==> config.mk <==
export PLATFORM = sky130hd
export DESIGN_NAME = console_line_editor_core
export DESIGN_NICKNAME = d
export VERILOG_FILES = /design/src/rtl/cle_pkg.sv /design/src/rtl/cle_line_ram.sv /design/src/rtl/console_line_editor_core.sv
export SDC_FILE = /design/constraint.sdc
export NUM_CORES = 1
export LEC_CHECK = 0
export BUFFER_PORTS_ARGS = -buffer_cell sky130_fd_sc_hd__buf_4
export CAP_MARGIN = 10
export CORE_ASPECT_RATIO = 1.1
export CORE_UTILIZATION = 45
export CTS_BUF_LIST = sky130_fd_sc_hd__clkbuf_8
export DETAILED_ROUTE_END_ITERATION = 10
export HOLD_SLACK_MARGIN = 0.05
export SKIP_LAST_GASP = 1
export SLEW_MARGIN = 20
export SYNTH_ARGS = -nofsm -noshare
export SYNTH_HDL_FRONTEND = slang
export SYNTH_SLANG_ARGS = --single-unit
==> constraint.sdc <==
create_clock -name clock -period 3.6 [get_ports clock]
set_input_delay 0.36 -clock clock [delete_from_list [all_inputs] [get_ports clock]]
set_output_delay 0.36 -clock clock [all_outputs]
set_load 0.01 [all_outputs]
==> src/rtl/cle_pkg.sv <==
// ----------------------------------------------------------------------------
// cle_pkg
// shared key codes and types for the console line editor
// ----------------------------------------------------------------------------
package cle_pkg;

   // control keys recognized by the line editor
   localparam logic [7:0] KEY_WAKE      = 8'h00;
   localparam logic [7:0] KEY_EOF       = 8'h04;
   localparam logic [7:0] KEY_BACKSPACE = 8'h08;
   localparam logic [7:0] KEY_NEWLINE   = 8'h0A;
   localparam logic [7:0] KEY_KILL      = 8'h15;

   typedef logic [7:0] byte_type;

endpackage

==> src/rtl/cle_line_ram.sv <==
// ----------------------------------------------------------------------------
// cle_line_ram
// line store: one write port, one read port, registered read data
// ----------------------------------------------------------------------------
module cle_line_ram
   import cle_pkg::*;
#(
   parameter int DEPTH = 64,
   localparam int AW = (DEPTH > 1) ? $clog2(DEPTH) : 1
) (
   input  logic          clock,
   input  logic          wr_en,
   input  logic [AW-1:0] wr_addr,
   input  byte_type      wr_data,
   input  logic          rd_en,
   input  logic [AW-1:0] rd_addr,
   output byte_type      rd_data
);

   byte_type mem [DEPTH];
   byte_type rd_data_ff;

   always_ff @(posedge clock) begin
      if (wr_en) begin
         mem[wr_addr] <= wr_data;
      end
   end

   // read data holds until the next read
   always_ff @(posedge clock) begin
      if (rd_en) begin
         rd_data_ff <= mem[rd_addr];
      end
   end

   assign rd_data = rd_data_ff;

endmodule

==> src/rtl/console_line_editor_core.sv <==
// ----------------------------------------------------------------------------
// console_line_editor_core
// console line discipline: collects keyboard bytes and emits committed lines
// ----------------------------------------------------------------------------
// A keyboard item is taken while the editor is idle. Items that do not commit
// the line keep it idle, and the next item can follow at once. A commit of n
// stored bytes streams them out of the line store at one byte per cycle while
// the output is not stalled (the store read is registered); an empty commit
// gives a single end-of-file item. The output register lets the next keyboard
// item be taken while the final byte of a line still waits to be taken.
// raw_mode is written through csr_wr_en / csr_wr_data; the user must write it
// only while the editor is idle, the block does not enforce it. The line store
// needs no clearing after reset: only entries below the fill count are read.
// ----------------------------------------------------------------------------
module console_line_editor_core
   import cle_pkg::*;
#(
   parameter int LINE_BYTES = 64
) (
   input  logic     clock,
   input  logic     reset,
   // configuration
   input  logic     csr_wr_en,
   input  logic     csr_wr_data,
   // keyboard items
   input  logic     req_valid,
   output logic     req_ready,
   input  byte_type req_key_byte,
   input  logic     req_more_pending,
   // committed line items
   output logic     rsp_valid,
   input  logic     rsp_ready,
   output byte_type rsp_out_byte,
   output logic     rsp_last_of_line,
   output logic     rsp_empty_line
);

   // address width of the store and width of a count that can hold LINE_BYTES
   localparam int AW = (LINE_BYTES > 1) ? $clog2(LINE_BYTES) : 1;
   localparam int CW = $clog2(LINE_BYTES + 1);
   localparam logic [CW-1:0] FULL_COUNT = CW'(LINE_BYTES);

   typedef enum logic [1:0] {
      ST_IDLE,   // taking keyboard items
      ST_DRAIN,  // streaming stored bytes out
      ST_EMPTY   // end-of-file item waits for the output register
   } state_type;

   state_type     state_ff, state_in;
   logic          raw_mode_ff;
   logic [CW-1:0] fill_ff, fill_in;
   logic [CW-1:0] rd_idx_ff, rd_idx_in;    // next store entry to read
   logic          data_avail_ff, data_avail_in;  // store read data not yet used
   logic          data_last_ff, data_last_in;    // that data is the final byte
   logic          rsp_valid_ff, rsp_valid_in;
   byte_type      rsp_byte_ff, rsp_byte_in;
   logic          rsp_last_ff, rsp_last_in;
   logic          rsp_empty_ff, rsp_empty_in;

   // per-item decode
   logic          accept;
   logic          do_store;
   logic          send;
   logic [CW-1:0] step_fill;
   logic          commit;

   // drain control
   logic          out_free;
   logic          load;
   logic          issue;
   byte_type      rd_data;

   assign req_ready = (state_ff == ST_IDLE);
   assign accept    = req_valid && req_ready;

   // editing rules for one keyboard item; fill is below LINE_BYTES here
   always_comb begin
      do_store  = 1'b0;
      send      = 1'b0;
      step_fill = fill_ff;
      if (req_key_byte == KEY_WAKE) begin
         // wake-up only flushes a non-empty line once input runs dry
         send = (fill_ff != '0) && !req_more_pending;
      end else if (raw_mode_ff) begin
         do_store = 1'b1;
         send     = !req_more_pending;
      end else begin
         case (req_key_byte)
            KEY_BACKSPACE: begin
               if (fill_ff != '0) begin
                  step_fill = fill_ff - 1'b1;
               end
            end
            KEY_KILL: begin
               step_fill = '0;
            end
            KEY_EOF: begin
               send = 1'b1;
            end
            KEY_NEWLINE: begin
               do_store = 1'b1;
               send     = 1'b1;
            end
            default: begin
               do_store = 1'b1;
            end
         endcase
      end
      if (do_store) begin
         step_fill = fill_ff + 1'b1;
      end
   end

   // a full store always commits
   assign commit = send || (step_fill == FULL_COUNT);

   // output register can take a new item this cycle
   assign out_free = !rsp_valid_ff || rsp_ready;
   // move store read data into the output register
   assign load     = data_avail_ff && out_free;
   // read the next entry when its data will have a place to go
   assign issue    = (state_ff == ST_DRAIN) && (rd_idx_ff != fill_ff) &&
                     (!data_avail_ff || load);

   cle_line_ram #(
      .DEPTH (LINE_BYTES)
   ) u_line_ram (
      .clock   (clock),
      .wr_en   (accept && do_store),
      .wr_addr (fill_ff[AW-1:0]),
      .wr_data (req_key_byte),
      .rd_en   (issue),
      .rd_addr (rd_idx_ff[AW-1:0]),
      .rd_data (rd_data)
   );

   always_comb begin
      state_in      = state_ff;
      fill_in       = fill_ff;
      rd_idx_in     = rd_idx_ff;
      data_avail_in = data_avail_ff;
      data_last_in  = data_last_ff;
      rsp_valid_in  = rsp_valid_ff && !rsp_ready;
      rsp_byte_in   = rsp_byte_ff;
      rsp_last_in   = rsp_last_ff;
      rsp_empty_in  = rsp_empty_ff;

      unique case (state_ff)
         ST_IDLE: begin
            if (accept) begin
               fill_in = step_fill;
               if (commit) begin
                  rd_idx_in = '0;
                  state_in  = (step_fill == '0) ? ST_EMPTY : ST_DRAIN;
               end
            end
         end
         ST_DRAIN: begin
            if (issue) begin
               rd_idx_in    = rd_idx_ff + 1'b1;
               data_last_in = (CW'(rd_idx_ff + 1'b1) == fill_ff);
            end
            data_avail_in = issue || (data_avail_ff && !load);
            if (load) begin
               rsp_valid_in = 1'b1;
               rsp_byte_in  = rd_data;
               rsp_last_in  = data_last_ff;
               rsp_empty_in = 1'b0;
               if (data_last_ff) begin
                  // line fully handed over, store is free again
                  fill_in  = '0;
                  state_in = ST_IDLE;
               end
            end
         end
         ST_EMPTY: begin
            if (out_free) begin
               // end-of-file marker
               rsp_valid_in = 1'b1;
               rsp_byte_in  = '0;
               rsp_last_in  = 1'b1;
               rsp_empty_in = 1'b1;
               state_in     = ST_IDLE;
            end
         end
         default: begin
            state_in = ST_IDLE;
         end
      endcase
   end

   always_ff @(posedge clock) begin
      if (reset) begin
         state_ff      <= ST_IDLE;
         fill_ff       <= '0;
         rd_idx_ff     <= '0;
         data_avail_ff <= 1'b0;
         data_last_ff  <= 1'b0;
         rsp_valid_ff  <= 1'b0;
      end else begin
         state_ff      <= state_in;
         fill_ff       <= fill_in;
         rd_idx_ff     <= rd_idx_in;
         data_avail_ff <= data_avail_in;
         data_last_ff  <= data_last_in;
         rsp_valid_ff  <= rsp_valid_in;
      end
      rsp_byte_ff  <= rsp_byte_in;
      rsp_last_ff  <= rsp_last_in;
      rsp_empty_ff <= rsp_empty_in;
   end

   // mode register
   always_ff @(posedge clock) begin
      if (reset) begin
         raw_mode_ff <= 1'b0;
      end else if (csr_wr_en) begin
         raw_mode_ff <= csr_wr_data;
      end
   end

   assign rsp_valid        = rsp_valid_ff;
   assign rsp_out_byte     = rsp_byte_ff;
   assign rsp_last_of_line = rsp_last_ff;
   assign rsp_empty_line   = rsp_empty_ff;

endmodule

== Word-level counts from Yosys, hierarchy flattened ==
Memory sizes are Yosys's and may differ from the RTL's. A register that Yosys moved wholly into a read port is not among the register bits.
Index checks and enable logic that the tools add are counted.

* Register bits: 30
* Memory bits (writable): 512
* Output and inout port bits: 12
* Word-level logic and storage cells: 98
* Memories: 1

* Add/subtract/negate cells: 3
* Equal/unequal tests: 15
* Multiplexer cells: 39
* Reduce and logical (&&, ||, !) cells: 30

{| class="wikitable"
|+ Memory list
! name !! words !! width !! rd ports !! clocked after Yosys merged registers in !! wr ports !! line !! RTL
|-
| u_line_ram.mem || 64 || 8 || 1 || 1 || 1 || cle_line_ram.sv:20 || <nowiki>byte_type mem [DEPTH];</nowiki>
|}

{| class="wikitable"
|+ Operators by type and width
! kind !! count
|-
| 7-bit two-way mux || 10
|-
| 7-bit one-hot mux with 2 select lines || 3
|-
| 8-bit by 4-bit == test with 1-bit output (second input constant) || 2
|-
| 8-bit two-way mux || 2
|-
| 8-bit one-hot mux with 2 select lines || 1
|-
| 7-bit by 1-bit adder with 7-bit output (second input constant) || 2
|-
| 1-bit two-way mux || 13
|-
| 2-bit two-way mux || 6
|-
| 8-bit by 3-bit == test with 1-bit output (second input constant) || 1
|-
| 8-bit by 5-bit == test with 1-bit output (second input constant) || 1
|-
| 1-bit logical AND || 8
|-
| 8-bit logical NOT || 1
|-
| 2-bit inequality test (second input constant) || 4
|-
| 4-bit AND reduction || 2
|-
| 7-bit == test || 1
|-
| 7-bit == test (second input constant) || 1
|-
| 7-bit logical NOT || 1
|-
| 7-bit inequality test || 1
|-
| 7-bit nonzero test || 1
|-
| 7-bit by 1-bit subtractor with 7-bit output (second input constant) || 1
|-
| 1-bit one-hot mux with 2 select lines || 3
|-
| 2-bit one-hot mux with 3 select lines || 1
|-
| 1-bit logical NOT || 5
|-
| 5-bit AND reduction || 1
|-
| other kinds (10) || 15
|}

== Logic depth before layout (Yosys ltp) ==
* Depth in word-level cells: 11
* Mapped depth: 12

== Modules after synthesis ==
Synthesis repeated with hierarchy kept, for this count alone.

* Cell total of the unflattened synthesis: 1,206
* Area total of the unflattened synthesis: 22,429.0 sq um

{| class="wikitable"
|+ By module, submodules not included
! module !! instances !! cells each !! area an instance (sq um) !! seq. area each (sq um)
|-
| cle_line_ram || 1 || 940 || 20,246.9 || 15,615.0
|-
| console_line_editor_core || 1 || 266 || 2,182.1 || 700.7
|}

== Least setup slack after synthesis ==
No wires, ideal clock.

* Path type: register to register
* Start: register rd_idx_ff[0]
* End: register u_line_ram.rd_data_ff[0], in the netlist u_line_ram.rd_data[0] (read register of u_line_ram.mem), data pin
* Library setup time: 0.272 ns
* Arrival time: 2.877 ns
* Required time: 3.328 ns
* Setup slack: 0.451 ns
* Stages on the path, launching flop included: 7
* Path through: dfxtp_1 clkbuf_1 clkbuf_1 buf_1 mux4_2 mux4_2 mux4_2

* Cells in the longest elaborated chain, start to end: 3

{| class="wikitable"
|+ RTL lines
! what !! line !! RTL
|-
| start: declaration || console_line_editor_core.sv:52 || <nowiki>logic [CW-1:0] rd_idx_ff, rd_idx_in;</nowiki>
|-
| start signal: assignment || console_line_editor_core.sv:203 || <nowiki>rd_idx_ff <= rd_idx_in;</nowiki>
|-
| 7-bit inequality test || console_line_editor_core.sv:122 || <nowiki>assign issue = (state_ff == ST_DRAIN) && (rd_idx_ff != fill_ff) &&</nowiki>
|-
| 1-bit logical AND (2 in a row) || console_line_editor_core.sv:122 ||
|-
| end: declaration || cle_line_ram.sv:21 || <nowiki>byte_type rd_data_ff;</nowiki>
|}

Parallel ways exist; a longest one is shown, timed or not.
A chain may end at the register's enable or synchronous reset.

== Worst setup path after layout ==
* Start: register raw_mode_ff
* End: register state_ff[1]

* Cells in the longest elaborated chain, start to end: 8

{| class="wikitable"
|+ RTL lines
! what !! line !! RTL
|-
| start: declaration || console_line_editor_core.sv:50 || <nowiki>logic raw_mode_ff;</nowiki>
|-
| start signal: assignment || console_line_editor_core.sv:218 || <nowiki>raw_mode_ff <= csr_wr_data;</nowiki>
|-
| 7-bit two-way mux or 1-bit two-way mux (tied branches) || console_line_editor_core.sv:84 || <nowiki>end else if (raw_mode_ff) begin</nowiki>
|-
| 7-bit two-way mux or 1-bit two-way mux (tied branches) || console_line_editor_core.sv:81 || <nowiki>if (req_key_byte == KEY_WAKE) begin</nowiki>
|-
| 7-bit two-way mux || console_line_editor_core.sv:109 || <nowiki>if (do_store) begin</nowiki>
|-
| 7-bit logical NOT || console_line_editor_core.sv:154 || <nowiki>state_in = (step_fill == '0) ? ST_EMPTY : ST_DRAIN;</nowiki>
|-
| 2-bit two-way mux || console_line_editor_core.sv:154 ||
|-
| 2-bit two-way mux || console_line_editor_core.sv:152 || <nowiki>if (commit) begin</nowiki>
|-
| 2-bit two-way mux || console_line_editor_core.sv:150 || <nowiki>if (accept) begin</nowiki>
|-
| 2-bit one-hot mux with 3 select lines || console_line_editor_core.sv:148 || <nowiki>unique case (state_ff)</nowiki>
|-
| end signal: assignment || console_line_editor_core.sv:201 || <nowiki>state_ff <= state_in;</nowiki>
|-
| end: declaration || console_line_editor_core.sv:49 || <nowiki>state_type state_ff, state_in;</nowiki>
|}

Parallel ways exist; a longest one is shown, timed or not. The select of a mux whose other input is x is not followed.

==> flow_summary.yaml <==
routing:
  wl_mm: 51.2
  vias_per_cell: 5.69
  post_drt_wl_per_cell_um: 26.7
  drt-initial-drc-count: 826
  drc: 0
  num_vias: 10906
  first_pass_iters: 5
  ant_nets: 0
synth:
  synth_top_cell_by_area: "edfxtp_1"
  syn_inst: 1081
  syn_area_um2: 22100
  ys.flop_type: "edfxtp_1"
  synth-warning-count: 0
  synth_top_area_share_pct: 72.1
  synth_nets: 1103
  synthTopCellsByArea: "edfxtp_1 72%, mux4_2 17%, dfxtp_1 1.8%"
  yosysSeqAreaShare_pct: 74.0
  synth_edf_count: 530
  synth_seq_cells: 550
  postSynthAreaPerCell_um2: 20.4
  async_reset_ff_share_pct: 0
  synth.distinct_cells: 55
critical_path:
  critical_path_class: "register to register"
  cp_num_buf_inv: 0
  cp_top_family: "simple AND/OR/NAND/NOR gates"
  required_ps: 4190
  cp_slowest_cell: "or4_1"
  worstPathArrival_ps: 3900
  crit_fanout: 8
  critPathMaxStageDelay_ps: 680
  crit_path_frequent_cell: "or4_1"
  critPathCaptureType: "register"
  worstPathCellList: "or4_4 > or4_1 > nand2_2 > o21ai_1 > a31o_1 > or4_1 > or4b_1 > a21oi_1"
  cp-start-kind: "register"
power_and_ir_drop:
  switchingPower_uw: 2710
  seq_power_share_pct: 56.7
  vdd.ir_drop.worst_v: 0.000285
  finalPower_uw: 12500
  leakage_uw: 0.00777
  clock_power_share_pct: 39.6
  pwr-share-comb_pct: 3.7
  power_report.internal_total_uw: 9740
  switching_share_pct: 21.8
  power.density_nw_per_um2: 497
timing:
  finalSetupTns_ps: 0
  rsz0062_at_grt: "no"
  tightest_slew_ps: 1060
  slew_violations: 0
  relSlewSlack_pct: 29.1
  fin_skew_ps: 26.3
  fmax_mhz: 303
  hold_viol: 0
  setup_viol: 0
  timing.final.crit_period_ps: 3300
  finalCritPeriodShare_pct: 91.8
grt:
  grt_pass1_wl_mm: 75.5
  grt_start_max_net_pins: 67
  grt_pass1_vias: 11125
  track_usage_pct: 21.6
  grt.overflow.total: 0
  antenna_found_initial: 0
clocking:
  cts.reportedPaths.clkPinSlew_ps: 60
  cts_buffer_depth: 3
  cts_tree: "built"
  cts_num_sinks: 550
  insertion_delay_ps: 660
  cts_buffers: 88
  htree_levels: 3
  root_buffer: "clkbuf_8"
run:
  max-cap-violations: 0
floorplanning:
  dieArea_um2: 49900
  die_x_um: 213
  start_util_pct: 45.8
  die_y_um: 234
  core_um2: 48100
  rows: 84
  num_io_pins: 27
place:
  place_congestion: 0.825
  dp_hpwl_mm: 32.2
  io_buffers: 26
run_status:
  outcome: "complete, no violations"
min_path:
  hp-class: "input pin to register"
final_layout:
  areaGrowthSynthToFinish_pct: 13.7
  drive_gt1_share_pct: 30.7
  layout.nets: 1222
final cells by class:
type,instances,area [um^2]
clock buffer,93,1280
clock inverter,67,333
sequential,550,16300
fill,3922,23100
tap,645,807
antenna,1,2.50
inverter,8,30.0
timing repair buffer,91,823
multi-input combinational,461,5480
cell usage in the layout, fill, tap and decap left out, types with 3 or more instances in the layout:
cell type | Yosys | layout
nor2_1 | 93 | 92
nand3_1 | 19 | 19
nand2b_1 | 6 | 6
nor4_1 | 3 | 3
mux4_2 | 168 | 168
a22oi_1 | 4 | 4
nor2b_1 | 13 | 13
o21ai_0 | 6 | 6
edfxtp_1 | 530 | 530
inv_1 | 8 | 37
a21oi_1 | 23 | 23
buf_12 | 0 | 11
clkinv_2 | 0 | 15
a31o_1 | 3 | 3
or2_2 | 3 | 3
dfxtp_1 | 20 | 16
o21ai_1 | 3 | 3
xnor2_1 | 7 | 7
clkbuf_8 | 0 | 93
or4_1 | 6 | 6
clkinv_1 | 0 | 19
and3_1 | 3 | 3
ha_1 | 7 | 7
or3_1 | 3 | 3
nand2_1 | 22 | 22
mux2i_1 | 11 | 11
buf_4 | 0 | 79
nor3_1 | 17 | 17
xor2_1 | 4 | 4
nand3b_1 | 3 | 3
logic make-up after synthesis:
| logic type | Yosys count | synth area share (%) |
|---|---|---|
| muxes | 181 | 17.8 |
| DFF | 550 | 74.0 |
| and+or+nand+nor | 206 | 4.55 |
| adders and majority gates | 8 | 0.442 |
| xor gates and xnor gates | 11 | 0.437 |
| buffers and inverters | 70 | 1.24 |
| AOI/OAI and AO/OA | 55 | 1.63 |
repair_timing:
item | CTS | global route
hold endpoints to repair | 19 | 0
resized for setup | 0 | 0
hold buffers | 1 | 0
buffers inserted | 0 | 0
metrics by stage:
| step | hold slack (ps) | setup slack [ps] | util (%) | instances | area (um^2) |
|---|---|---|---|---|---|
| after global placement | 499 | 166 | 48.7 | 1754 | 23400 |
| after detailed placement | 501 | 141 | 48.7 | 1754 | 23400 |
| after CTS | 134 | 291 | 52.1 | 1915 | 25100 |
| final | 186 | 296 | 52.1 | 1916 | 25100 |
| after global routing | 192 | 172 | 52.1 | 1915 | 25100 |
| after floorplan | 459 | 451 | - | 1081 | 22100 |
Yosys cell counts (11+ instances only):
library cell,instances
buf_1,17
nor3_1,17
nor2b_1,13
nor2_1,93
nand2_1,22
a21oi_1,23
mux2i_1,11
clkbuf_1,37
nand3_1,19
mux4_2,168
dfxtp_1,20
edfxtp_1,530
path summary, 6_finish.rpt:
path / from / to / slack [ps] / cells past startpoint
max: raw_mode_ff$_SDFFE_PP0P_ / state_ff[1]$_SDFFE_PP0P_ / 300 / 8
min: csr_wr_data / raw_mode_ff$_SDFFE_PP0P_ / 190 / 3
max reg2reg: raw_mode_ff$_SDFFE_PP0P_ / state_ff[1]$_SDFFE_PP0P_ / 300 / 8
min reg2reg: state_ff[0]$_SDFFE_PP0P_ / state_ff[0]$_SDFFE_PP0P_ / 520 / 2
power groups by stage:
stage	combinational [uW]	sequential, uW	clock (uW)
after floorplan	204	7190	0
after global placement	464	7190	0
after detailed placement	467	7190	0
after CTS	470	7060	5060
after global routing	503	7060	5320
final	465	7060	4930
per-layer routing:
layer	GRT usage [%]	vias to the layer above	share of wire, %
met5	0	-	0
met4	6.63	0	1.7
met3	4.08	63	5.1
met2	34.6	324	49
met1	30.2	5794	44
li1	-	4725	-
state kept, by name, summed over array words and instances, names as in the netlist:
register / count
rsp_valid: 1
u_line_ram.mem: 512
u_line_ram.rd_data: 8
raw_mode_ff: 1
data_avail_ff: 1
state_ff: 2
data_last_ff: 1
rsp_empty_line: 1
rd_idx_ff: 7
rsp_out_byte: 8
rsp_last_of_line: 1
fill_ff: 7
worst register-to-register path: stages (launching register included):
cell	delay [ps]
dfxtp_1	320
or4_4	560
or4_1	680
nand2_2	160
o21ai_1	80
a31o_1	270
or4_1	570
or4b_1	490
a21oi_1	120
Note: power is estimated with default switching activity, not from simulation.
